`src/sv/srtt_pkg.sv`:
```
// shared types and constants for the route travel time sampler
// no dependencies
package srtt_pkg;

  localparam int unsigned ClkW = 28;
  localparam int unsigned RemW = 28;
  localparam int unsigned TotW = 32;
  localparam int unsigned SpanW = 25;
  localparam int unsigned SpeedW = 16;
  localparam int unsigned DivNumW = 36;
  localparam int unsigned DivDenW = 25;
  localparam int unsigned DivCntW = 6;

  localparam logic [19:0] WeekSec = 20'd604800;
  localparam logic [ClkW-1:0] WeekQ8 = 28'd154828800;
  localparam logic [TotW-1:0] TotMax = 32'hFFFF_FFFF;

  localparam logic CfgInterval = 1'b0;
  localparam logic CfgSegments = 1'b1;

  typedef enum logic [1:0] {
    REQ_WR_SPEED  = 2'd0,
    REQ_WR_LENGTH = 2'd1,
    REQ_START     = 2'd2,
    REQ_DRAW      = 2'd3
  } req_e;

  typedef enum logic [3:0] {
    S_IDLE,
    S_SKIP,
    S_DIVK,
    S_ADDR,
    S_READ,
    S_LAUNCH,
    S_DIVT,
    S_MUL,
    S_SUB,
    S_DONE
  } state_e;

  typedef struct packed {
    logic               go;
    logic [DivNumW-1:0] dividend;
    logic [DivDenW-1:0] divisor;
  } div_req_t;

  typedef struct packed {
    logic               done;
    logic [DivNumW-1:0] quot;
    logic [DivDenW-1:0] rem;
  } div_rsp_t;

  function automatic logic [TotW-1:0] sat_add(input logic [TotW-1:0] a,
                                              input logic [DivNumW-1:0] b);
    logic [DivNumW:0] s;
    s = (DivNumW+1)'(a) + (DivNumW+1)'(b);
    return (s > (DivNumW+1)'(TotMax)) ? TotMax : s[TotW-1:0];
  endfunction

endpackage

```
`src/sv/srtt_div.sv`:
```
// restoring divider, one quotient bit per cycle
// depends on srtt_pkg
module srtt_div (
  input  logic               clk_i,
  input  logic               rst_ni,
  input  srtt_pkg::div_req_t req_i,
  output srtt_pkg::div_rsp_t rsp_o
);

  logic [srtt_pkg::DivNumW-1:0] quot_q, quot_d;
  logic [srtt_pkg::DivDenW-1:0] rem_q, rem_d, den_q, den_d;
  logic [srtt_pkg::DivCntW-1:0] cnt_q, cnt_d;
  logic run_q, run_d, done_q, done_d;
  logic [srtt_pkg::DivDenW:0] trial;
  logic fits;

  assign trial = {rem_q, quot_q[srtt_pkg::DivNumW-1]};
  assign fits  = trial >= {1'b0, den_q};

  always_comb begin
    quot_d = quot_q;
    rem_d  = rem_q;
    den_d  = den_q;
    cnt_d  = cnt_q;
    run_d  = run_q;
    done_d = 1'b0;
    if (req_i.go) begin
      quot_d = req_i.dividend;
      den_d  = req_i.divisor;
      rem_d  = '0;
      cnt_d  = '0;
      run_d  = 1'b1;
    end else if (run_q) begin
      rem_d  = fits ? srtt_pkg::DivDenW'(trial - {1'b0, den_q})
                    : srtt_pkg::DivDenW'(trial);
      quot_d = {quot_q[srtt_pkg::DivNumW-2:0], fits};
      cnt_d  = cnt_q + 1'b1;
      if (cnt_q == srtt_pkg::DivCntW'(srtt_pkg::DivNumW - 1)) begin
        run_d  = 1'b0;
        done_d = 1'b1;
      end
    end
  end

  always_ff @(posedge clk_i or negedge rst_ni) begin
    if (!rst_ni) begin
      run_q  <= 1'b0;
      done_q <= 1'b0;
      cnt_q  <= '0;
    end else begin
      run_q  <= run_d;
      done_q <= done_d;
      cnt_q  <= cnt_d;
    end
  end

  always_ff @(posedge clk_i) begin
    quot_q <= quot_d;
    rem_q  <= rem_d;
    den_q  <= den_d;
  end

  assign rsp_o.done = done_q;
  assign rsp_o.quot = quot_q;
  assign rsp_o.rem  = rem_q;

endmodule

```
`config.mk`:
```
export PLATFORM = sky130hd
export DESIGN_NAME = srtt_div
export DESIGN_NICKNAME = d
export VERILOG_FILES = /design/src/sv/srtt_pkg.sv /design/src/sv/srtt_div.sv
export SDC_FILE = /design/constraint.sdc
export NUM_CORES = 1
export LEC_CHECK = 0
export BUFFER_PORTS_ARGS = -buffer_cell sky130_fd_sc_hd__buf_4
export CORE_ASPECT_RATIO = 0.5
export CORE_MARGIN = 3
export CORE_UTILIZATION = 49
export DETAILED_ROUTE_END_ITERATION = 7
export HOLD_SLACK_MARGIN = 0.06
export PLACE_DENSITY = 0.77
export SETUP_SLACK_MARGIN = 0.5
export SLEW_MARGIN = 20
export SYNTH_ARGS = -nofsm -noshare
export SYNTH_HDL_FRONTEND = slang
export SYNTH_SLANG_ARGS = --single-unit
```
`constraint.sdc`:
```
create_clock -name clk_i -period 3.1 [get_ports clk_i]
set_clock_uncertainty 0.15 [all_clocks]
set_input_delay 0.62 -clock clk_i [delete_from_list [all_inputs] [get_ports clk_i]]
set_output_delay 0.62 -clock clk_i [all_outputs]
set_load 0.03 [all_outputs]
```
# ---- Word-level counts from Yosys, hierarchy flattened
# Cells that the tools add are included.
dict set report totals {
  register_bits 94
  latchBits 0
  ram_bits 0
  mem_bits_ro 0
  out_inout_bits 62
  elab_cells 22
  memories 0
}
dict set report classes {
  n_addsub 2
  n_mul 0
  div_mod_pow 0
  magnitude_cmp 1
  eq_ne 1
  shifts 0
  mux 11
  bitwise_logic 0
  reduce_logical 1
}
# cell count
set ops {}
lappend ops {{$mux 36} 2}
lappend ops {{$ge 26x25->1} 1}
lappend ops {{$mux 25} 1}
lappend ops {{$sub 25x25->25} 1}
lappend ops {{$mux 6} 2}
lappend ops {{$add 6x1->6 const B} 1}
lappend ops {{$eq 6x6->1 const B} 1}
lappend ops {{$mux 1} 6}
lappend ops {{$reduce_bool 2->1} 1}

# ---- Depth between registers and ports, before layout
# Gate-level depths: netlist of the first run.
dict set report logic_depth {
  depth_word 4
  mapped_depth 14
  mapped_depth_nobuf 12
}

# ---- Worst setup path after synthesis of the first run
# No wires, ideal clock.
dict set report synth_timing {
  kind {register to register}
  start {reg quot_q[35] in the netlist's numbering}
  end {reg quot_q[0] in the netlist's numbering, data pin}
  setup_time_ps 260
  t_arrival_ps 2951
  required_ps 2690
  setup_slack_ps -261
  stages_incl_launch_ff 14
  path_buffers 2
  path_cell_list {edfxtp_1 > inv_1 > ha_1 > inv_1 > fa_1 > a211o_1 > a211o_1 > a21oi_2 > a211o_1 > a2111o_1 > buf_6 > nand2_4 > buf_6 > mux2_2}
}
dict set report synth_between {
  elab_chain_len 3
}
# element line_no
set synth_lines {}
lappend synth_lines {{start, declared} srtt_div.sv:10} ;# logic [srtt_pkg::DivNumW-1:0] quot_q, quot_d;
lappend synth_lines {{start signal, assigned} srtt_div.sv:58} ;# quot_q <= quot_d;
lappend synth_lines {{$ge 26x25->1} srtt_div.sv:18} ;# assign fits = trial >= {1'b0, den_q};
lappend synth_lines {{$mux 36} srtt_div.sv:33} ;# end else if (run_q) begin
lappend synth_lines {{$mux 36} srtt_div.sv:27} ;# if (req_i.go) begin
lappend synth_lines {{net quot_d, one bit} srtt_div.sv:10}
# The timed path passes the listed nets, and every way through them passes these cells. The select of a mux whose other input is x is not followed.
# A chain may end at the register's enable or synchronous reset.

# ---- Final worst setup path of the first run
dict set report layout_timing {
  start {reg quot_q[35] in the netlist's numbering}
  end {reg rem_q[15] in the netlist's numbering}
}
dict set report layout_between {
  elab_chain_len 2
  word_cells_on_any_way 3
  classes_between {add/sub (1); order compare (1); mux (1)}
}
# element line_no
set layout_lines {}
lappend layout_lines {{$sub 25x25->25 / $ge 26x25->1 (equally long branches)} {srtt_div.sv:34, srtt_div.sv:18}}
lappend layout_lines {{$mux 25 (*)} srtt_div.sv:34} ;# rem_d = fits ? srtt_pkg::DivDenW'(trial - {1'b0, den_q})
lappend layout_lines {{end signal, assigned} srtt_div.sv:59} ;# rem_q <= rem_d;
lappend layout_lines {{end, declared} srtt_div.sv:11} ;# logic [srtt_pkg::DivDenW-1:0] rem_q, rem_d, den_q, den_d;
# Every way passes the cells marked *; elsewhere a longest branch is shown, timed or not.

==> reports/metrics.csv, run 1 <==
stage,metric,value,unit
synth,"Top FF cell, synth",edfxtp_1,
floorplanning,die extent in x,150,um
floorplanning,Rows,25,
route,vias per inst,5.49,
route,routed vias,4120,
cts,CTS Sinks,94,
job,max-cap violations,0,
placement,GPL Wtd Cong,0.916,
sta,crit path time final,3.07,ns
sta,Worst-Margin Slew,0.670,ns
route,Residual DRC,0,
synth,post-synth cell types,56,
route,wire per inst,16.9,um
cells_and_area,design area,6820,sq um
grt,initial antenna violation count,0,
sta,worst relative slew slack,55.4,%
route,TritonRoute pass-1 iters,5,
route,final WL,12700,um
route,Final ANT Viol Nets,0,
placement,IO buf count,125,
worst_setup_path,Reg2Reg Launch Point,quot_q[35]$_DFFE_PP_,
cells_and_area,diodes inserted,0,
grt,vias in the first global route,4086,
floorplanning,initial core utilization,52.1,%
grt,total track usage,22.1,%
grt,gr ovfl total,0,
cells_and_area,fin cells,751,
synth,Yosys warning count,0,
floorplanning,chip height,78.0,um
placement,detailed placement HPWL,8790,um
pwr,Leak Pwr,3.07,nW
worst_setup_path,Buf/Inv on CP,4,
worst_setup_path,slowest library cell on the worst path,edfxtp_1,
cts,H-tree levels,3,
cts,CTS max path bufs,2,
pwr,peak supply drop,0.247,mV
min_path,Worst Hold Depth,1,
synth,Syn Nets,548,
sta,fin crit share,99.1,%
cts,"CTS clk-pin slew, worst paths",0.08,ns
worst_setup_path,critical path endpoint category,flop,
worst_setup_path,Top delay family on crit path,compound AO/OA/AOI/OAI gates,
worst_setup_path,Reg-to-Reg End,rem_q[15]$_SDFFE_PP0P_,
worst_setup_path,Crit Path Max Fanout,4,
synth,Post-synth EDFFs,61,
cts,CTS tree,done,
cts,Root Driver,clkbuf_16,
worst_setup_path,worst setup path category,reg -> reg,
sta,final-report hold violation count,0,
worst_setup_path,crit-path max cell delay,0.39,ns
worst_setup_path,Worst path most repeated cell,a211o_1,
worst_setup_path,crit path cell chain,"inv_1, ha_2, inv_2, fa_2, a211o_1, a211o_1, a21oi_2, a211o_1, a2111o_1, buf_6, buf_4, nand2_4, mux2i_1, a211oi_1",
synth,flop and latch count out of synthesis,94,
cells_and_area,Nets,702,
sta,Final setup viols,0,
grt,largest net degree at the start of global routing,54,
cells_and_area,share of layout cells above drive strength 1,40.1,%
sta,Final Slew Violations,0,
synth,Mapped Area,5080,sq um
pwr,total chip power,3.10,mW
cts,"Clk Latency, worst-skew pair",0.35,ns
route,initial drt markers,240,
grt,first-pass GRT wire length,20400,um
min_path,Hold Crit Endpoint,den_q[23]$_DFFE_PP_,
floorplanning,Die ar.,11700,sq um
placement,DP Worst Slack,-0.0471,ns
cells_and_area,area delta synth->final,34.3,%
worst_setup_path,R2R cell count,14,
placement,"Cell Area, Placed",6310,sq um
worst_setup_path,Critical Path AT,3.17,ns
worst_setup_path,Required @ worst endpoint,3.20,ns
min_path,worst hold start,req_i[23],
sta,Fmax,326,MHz
synth,Syn Area/Cell,11.1,sq um
worst_setup_path,element type at the critical path start,flop,
synth,post-synthesis async set-or-reset flop share,8.51,%
placement,placed cells,719,
synth,sequential share of the synthesized area,49.8,%
pwr,pwr dens,454,nW/um^2
floorplanning,core box area,9760,sq um
worst_setup_path,reg2reg setup slack,0.03,ns
outcome,status,finished clean,
sta,unrepaired setup endpoints after global routing,yes,
sta,final setup margin,0.0290,ns
floorplanning,I/O pins,126,
min_path,Min-Delay Path Class,in -> reg,
cts,cts bufs inserted,9,
synth,Syn Inst Count,457,
worst register-to-register path, stage by stage, from the launching register on:
cell	delay (ns)
edfxtp_1	0.39
inv_1	0.08
ha_2	0.19
inv_2	0.04
fa_2	0.34
a211o_1	0.28
a211o_1	0.28
a21oi_2	0.16
a211o_1	0.15
a2111o_1	0.17
buf_6	0.13
buf_4	0.12
nand2_4	0.08
mux2i_1	0.17
a211oi_1	0.24
cell usage after synthesis (13+ instances only):
cell type | instances | area [sq um]
edfxtp_1 | 61 | 1830
mux2_2 | 36 | 405
nor2_1 | 36 | 135
inv_1 | 31 | 116
nand2_1 | 30 | 113
a21oi_1 | 28 | 140
ha_1 | 26 | 325
dfxtp_1 | 25 | 500
clkbuf_1 | 17 | 63.8
xor2_1 | 16 | 140
a211oi_1 | 15 | 113
a21o_1 | 13 | 97.6
flip-flops by register name, indices dropped and copies added, names as in the netlist:
register  count
quot_q       36
den_q        25
rem_q        25
cnt_q         6
done_q        1
run_q         1
kinds of logic (layout without fill, tap and decap cells):
family | after synthesis | after routing | share of synthesized area [%]
buffers and inverters | 53 | 210 | 4.33
DFF | 94 | 94 | 49.8
and+or+nand+nor | 103 | 105 | 9.58
xor gates and xnor gates | 25 | 25 | 4.31
AOI/OAI and AO/OA | 108 | 108 | 15.0
muxes | 47 | 47 | 10.1
adders and majority gates | 27 | 27 | 6.80
cells in the final DEF, fill, tap and decap left out, types with 11 or more instances in the layout:
master and instances:
buf_4 155, edfxtp_1 61, mux2_2 36, nor2_1 36
inv_1 30, nand2_1 26, dfxtp_1 25, a21oi_1 24
ha_1 23, xor2_1 16, a21o_1 13, mux2i_1 11
final cells by class:
type                    instances  area (sq um)
clock buffers                   9           225
well taps                     135           169
clock inverters                 7          60.1
repair buffers                163          1270
flip-flops and latches         94          2530
fillers                       742          2940
multi-input cells             312          2450
inverters                      31           116
worst max-delay path by stage:
stage / startpoint / end / cells after the start
floorplan: quot_q[35]$_DFFE_PP_ / quot_q[0]$_DFFE_PP_ / 13
global placement: quot_q[35]$_DFFE_PP_ / rem_q[8]$_SDFFE_PP0P_ / 13
detailed placement: quot_q[35]$_DFFE_PP_ / rem_q[4]$_SDFFE_PP0P_ / 13
CTS: quot_q[35]$_DFFE_PP_ / rem_q[4]$_SDFFE_PP0P_ / 14
global route: quot_q[35]$_DFFE_PP_ / rem_q[1]$_SDFFE_PP0P_ / 14
finish: quot_q[35]$_DFFE_PP_ / rem_q[15]$_SDFFE_PP0P_ / 14
through the flow:
| stage | hold WS [ns] | TNS (ns) | util [%] |
|---|---|---|---|
| 3_5_place_dp | 0.293 | -0.0575 | 64.7 |
| 2_1_floorplan | 0.174 | -0.544 | - |
| 3_3_place_gp | 0.292 | 0 | 64.7 |
| 4_1_cts | 0.281 | 0 | 69.1 |
| 6_report | 0.292 | 0 | 69.9 |
| 5_1_grt | 0.280 | -1.46 | 69.9 |
power by group:
| group | switching (mW) | internal (mW) |
|---|---|---|
| registers | 0.0390 | 1.43 |
| logic | 0.290 | 0.255 |
| clock network | 0.527 | 0.562 |
layer usage:
layer | global-route usage, % | wire length, um | vias to the layer above
met4 | 7.39 | 255 | 0
met2 | 33.6 | 5730 | 159
met3 | 7.47 | 1060 | 28
met5 | 0 | 0 | -
li1 | - | - | 2006
met1 | 29.7 | 5650 | 1927
timing repair:
item                       CTS  global route
hold buffers                 1             0
setup endpoints to repair   26            26
hold endpoints to repair     8             0
buffers inserted            10             3
resized for setup           12            15
pin swaps                   11            10
cloned                       2             0
Note: power is estimated with default switching activity, not from simulation.
==> inputs of run 2 (changes only) <==
--- a/config.mk
+++ b/config.mk
@@ -6,12 +6,14 @@
 export NUM_CORES = 1
 export LEC_CHECK = 0
 export BUFFER_PORTS_ARGS = -buffer_cell sky130_fd_sc_hd__buf_4
-export CORE_ASPECT_RATIO = 0.5
+export CORE_ASPECT_RATIO = 0.75
 export CORE_MARGIN = 3
-export CORE_UTILIZATION = 49
+export CORE_UTILIZATION = 50
+export CTS_BUF_LIST = sky130_fd_sc_hd__clkbuf_8
 export DETAILED_ROUTE_END_ITERATION = 7
 export HOLD_SLACK_MARGIN = 0.06
-export PLACE_DENSITY = 0.77
+export PLACE_DENSITY = 0.79
+export REMOVE_ABC_BUFFERS = 1
 export SETUP_SLACK_MARGIN = 0.5
 export SLEW_MARGIN = 20
 export SYNTH_ARGS = -nofsm -noshare
==> run 2 against run 1 <==
Net effect: register-to-register slack got worse by 0.02 ns; clock power is 8% lower; combinational power decreased by 1%.
==> reports/metrics.csv, run 2 (same netlist as run 1, synthesis figures left out) <==
stage,metric,value,unit,change
outcome,status,finished clean,,
worst_setup_path,R2R cell count,14,,unchanged
cells_and_area,area delta synth->final,31.5,%,
pwr,Psw,0.790,mW,-7.7%
placement,detailed placement HPWL,8870,um,+0.85%
sta,Final Slew Violations,0,,unchanged
floorplanning,I/O pins,126,,unchanged
worst_setup_path,element type at the critical path start,flop,,
route,initial drt markers,210,,-13%
cts,CTS Sinks,94,,unchanged
cells_and_area,diodes inserted,0,,unchanged
floorplanning,Die ar.,11400,sq um,-2.4%
sta,Final setup viols,0,,unchanged
floorplanning,die extent in x,122,um,-18%
placement,IO buf count,125,,unchanged
sta,worst relative slew slack,55.9,%,+0.59 points
worst_setup_path,reg2reg setup slack,0.006,ns,-0.02 ns
floorplanning,core box area,9770,sq um,+0.15%
route,wire per inst,17.2,um,+1.6%
min_path,Worst Hold Depth,1,,unchanged
worst_setup_path,critical path endpoint category,flop,,
cells_and_area,fin cells,736,,-2.0%
pwr,peak supply drop,0.339,mV,+37%
pwr,total chip power,3.00,mW,-3.0%
route,WL met1,5520,um,-2.2%
route,DR WL met3,1200,um,+13%
job,max-cap violations,0,,unchanged
min_path,worst hold start,req_i[23],,
pwr,Leak Pwr,2.97,nW,-3.2%
grt,gr ovfl total,0,,unchanged
sta,final setup margin,0.00553,ns,-0.0235 ns
sta,setup tns final,0,ns,unchanged
route,highest routed metal layer,met4,,
placement,GPL Wtd Cong,0.912,,-0.46%
route,final WL,12700,um,-0.39%
grt,largest net degree at the start of global routing,39,,-28%
pwr,Clk pwr share,33.3,%,-1.9 points
route,vias per inst,5.60,,+2.0%
route,TritonRoute pass-1 iters,5,,unchanged
sta,fin crit share,99.8,%,+0.76 points
cells_and_area,Top reg by flops,quot_q,,
worst_setup_path,Critical Path AT,3.19,ns,+0.02 ns
worst_setup_path,Reg2Reg Launch Point,quot_q[35]$_DFFE_PP_,,
grt,vias in the first global route,4063,,-0.56%
cts,CTS max path bufs,2,,unchanged
min_path,Hold Crit Endpoint,den_q[23]$_DFFE_PP_,,
pwr,Switching Share,26.3,%,-1.3 points
cells_and_area,Largest register FFs,36,,unchanged
floorplanning,chip height,93.3,um,+20%
route,routed vias,4120,,unchanged
pwr,Reg power frac,48.9,%,+1.6 points
placement,placed cells,711,,-1.1%
grt,total track usage,22.1,%,about the same
route,Final ANT Viol Nets,0,,unchanged
worst_setup_path,Crit Path Max Fanout,4,,unchanged
cts,H-tree levels,3,,unchanged
floorplanning,initial core utilization,52.0,%,-0.080 points
cts,cts bufs inserted,9,,unchanged
worst_setup_path,Required @ worst endpoint,3.20,ns,about the same
pwr,Gate power share,17.9,%,+0.3 points
pwr,P_int,2.21,mW,-1.3%
route,met2 WL,5760,um,+0.40%
sta,unrepaired setup endpoints after global routing,yes,,
sta,final-report hold violation count,0,,unchanged
cts,"CTS clk-pin slew, worst paths",0.10,ns,+0.02 ns
grt,first-pass GRT wire length,19900,um,-2.6%
floorplanning,Rows,31,,+24%
route,Residual DRC,0,,unchanged
cells_and_area,Regs by FF count,"quot_q (36), den_q (25), rem_q (25)",,
cells_and_area,"commonest non-fill, non-tap cell in the layout",buf_4,,
placement,DP Worst Slack,-0.136,ns,-0.0888 ns
cts,Root Driver,clkbuf_8,,
sta,crit path time final,3.09,ns,+0.0235 ns
cts,"Clk Latency, worst-skew pair",0.38,ns,+0.03 ns
worst_setup_path,worst setup path category,reg -> reg,,
cells_and_area,share of layout cells above drive strength 1,37.9,%,-2.2 points
cells_and_area,most frequent cells in the layout,"147 x buf_4, 61 x edfxtp_1, 36 x nor2_1",,
cells_and_area,fill count,747,,+0.67%
cells_and_area,Nets,690,,-1.7%
grt,initial antenna violation count,0,,unchanged
worst_setup_path,Reg-to-Reg End,rem_q[10]$_SDFFE_PP0P_,,
cts,CTS tree,done,,
sta,Worst-Margin Slew,0.661,ns,-0.00880 ns
pwr,pwr dens,450,nW/um^2,-0.97%
sta,Fmax,323,MHz,-0.76%
min_path,Min-Delay Path Class,in -> reg,,
-- run 2: cell types whose count changed in the layout (fill, tap and decap cells not counted), sizes merged --
cell | previous run | this run
buf | 162 | 151
bufinv | 0 | 3
inv | 36 | 34
clkinv | 2 | 1
nand2 | 32 | 31
-- run 2: what timing repair did --
item,CTS,global route
pin swaps,20,20
hold buffers,1,0
gates resized for setup,3,23
endpoints found under the setup margin,26,26
buffers inserted,4,3
gates cloned,1,0
hold endpoints to repair,8,0
-- run 2: per-stage QoR --
step                      cell area, sq um  utilization [%]  hold slack, ns
after global placement                6240             63.8           0.295
after global routing                  6680             68.4           0.239
final                                 6680             68.4           0.261
after CTS                             6550             67.0           0.243
after detailed placement              6240             63.8           0.297
after floorplan                       4980                -           0.174
-- run 2: metal layers --
layer  vias up  track usage [%]
li1       1978                -
met1      1957             29.1
met2       167             33.8
met3        18             9.31
met4         0             5.31
met5         -                0
-- run 2: final cells by class --
class | instances | area (sq um) | area share [%]
Multi-Input combinational cell | 311 | 2450 | 36.6
Inverter | 31 | 116 | 1.74
Tap cell | 132 | 165 | 2.47
Clock buffer | 9 | 124 | 1.85
Clock inverter | 7 | 120 | 1.80
Sequential cell | 94 | 2530 | 37.9
Timing Repair Buffer | 152 | 1180 | 17.6
-- run 2: power by group through the flow --
stage	clock (mW)	combinational, mW	sequential [mW]
detailed placement	0	0.519	1.49
CTS	1.02	0.522	1.47
global placement	0	0.508	1.49
finish	0.999	0.536	1.47
floorplan	0	0.191	1.59
global route	1.07	0.575	1.48
-- run 2: critical path, cell delays in order, from the launching register on --
cell and delay, ns:
edfxtp_1 0.39, inv_1 0.07, ha_2 0.17, inv_2 0.04, fa_2 0.34, a211o_1 0.28, a211o_1 0.34, a21oi_4 0.16
a211o_1 0.16, a2111o_1 0.22, buf_6 0.14, buf_4 0.12, a21oi_1 0.07, a211oi_1 0.23, nor3_1 0.08
-- run 2: worst max path at each step --
stage | from | end | slack (ns) | depth (start not counted)
finish | quot_q[35]$_DFFE_PP_ | rem_q[10]$_SDFFE_PP0P_ | 0.006 | 14
global route | quot_q[35]$_DFFE_PP_ | rem_q[17]$_SDFFE_PP0P_ | -0.11 | 13
CTS | quot_q[35]$_DFFE_PP_ | rem_q[18]$_SDFFE_PP0P_ | 0.01 | 13
detailed placement | quot_q[35]$_DFFE_PP_ | rem_q[11]$_SDFFE_PP0P_ | -0.14 | 13
global placement | quot_q[35]$_DFFE_PP_ | rem_q[11]$_SDFFE_PP0P_ | -0.04 | 13
floorplan | quot_q[35]$_DFFE_PP_ | quot_q[0]$_DFFE_PP_ | -0.22 | 11
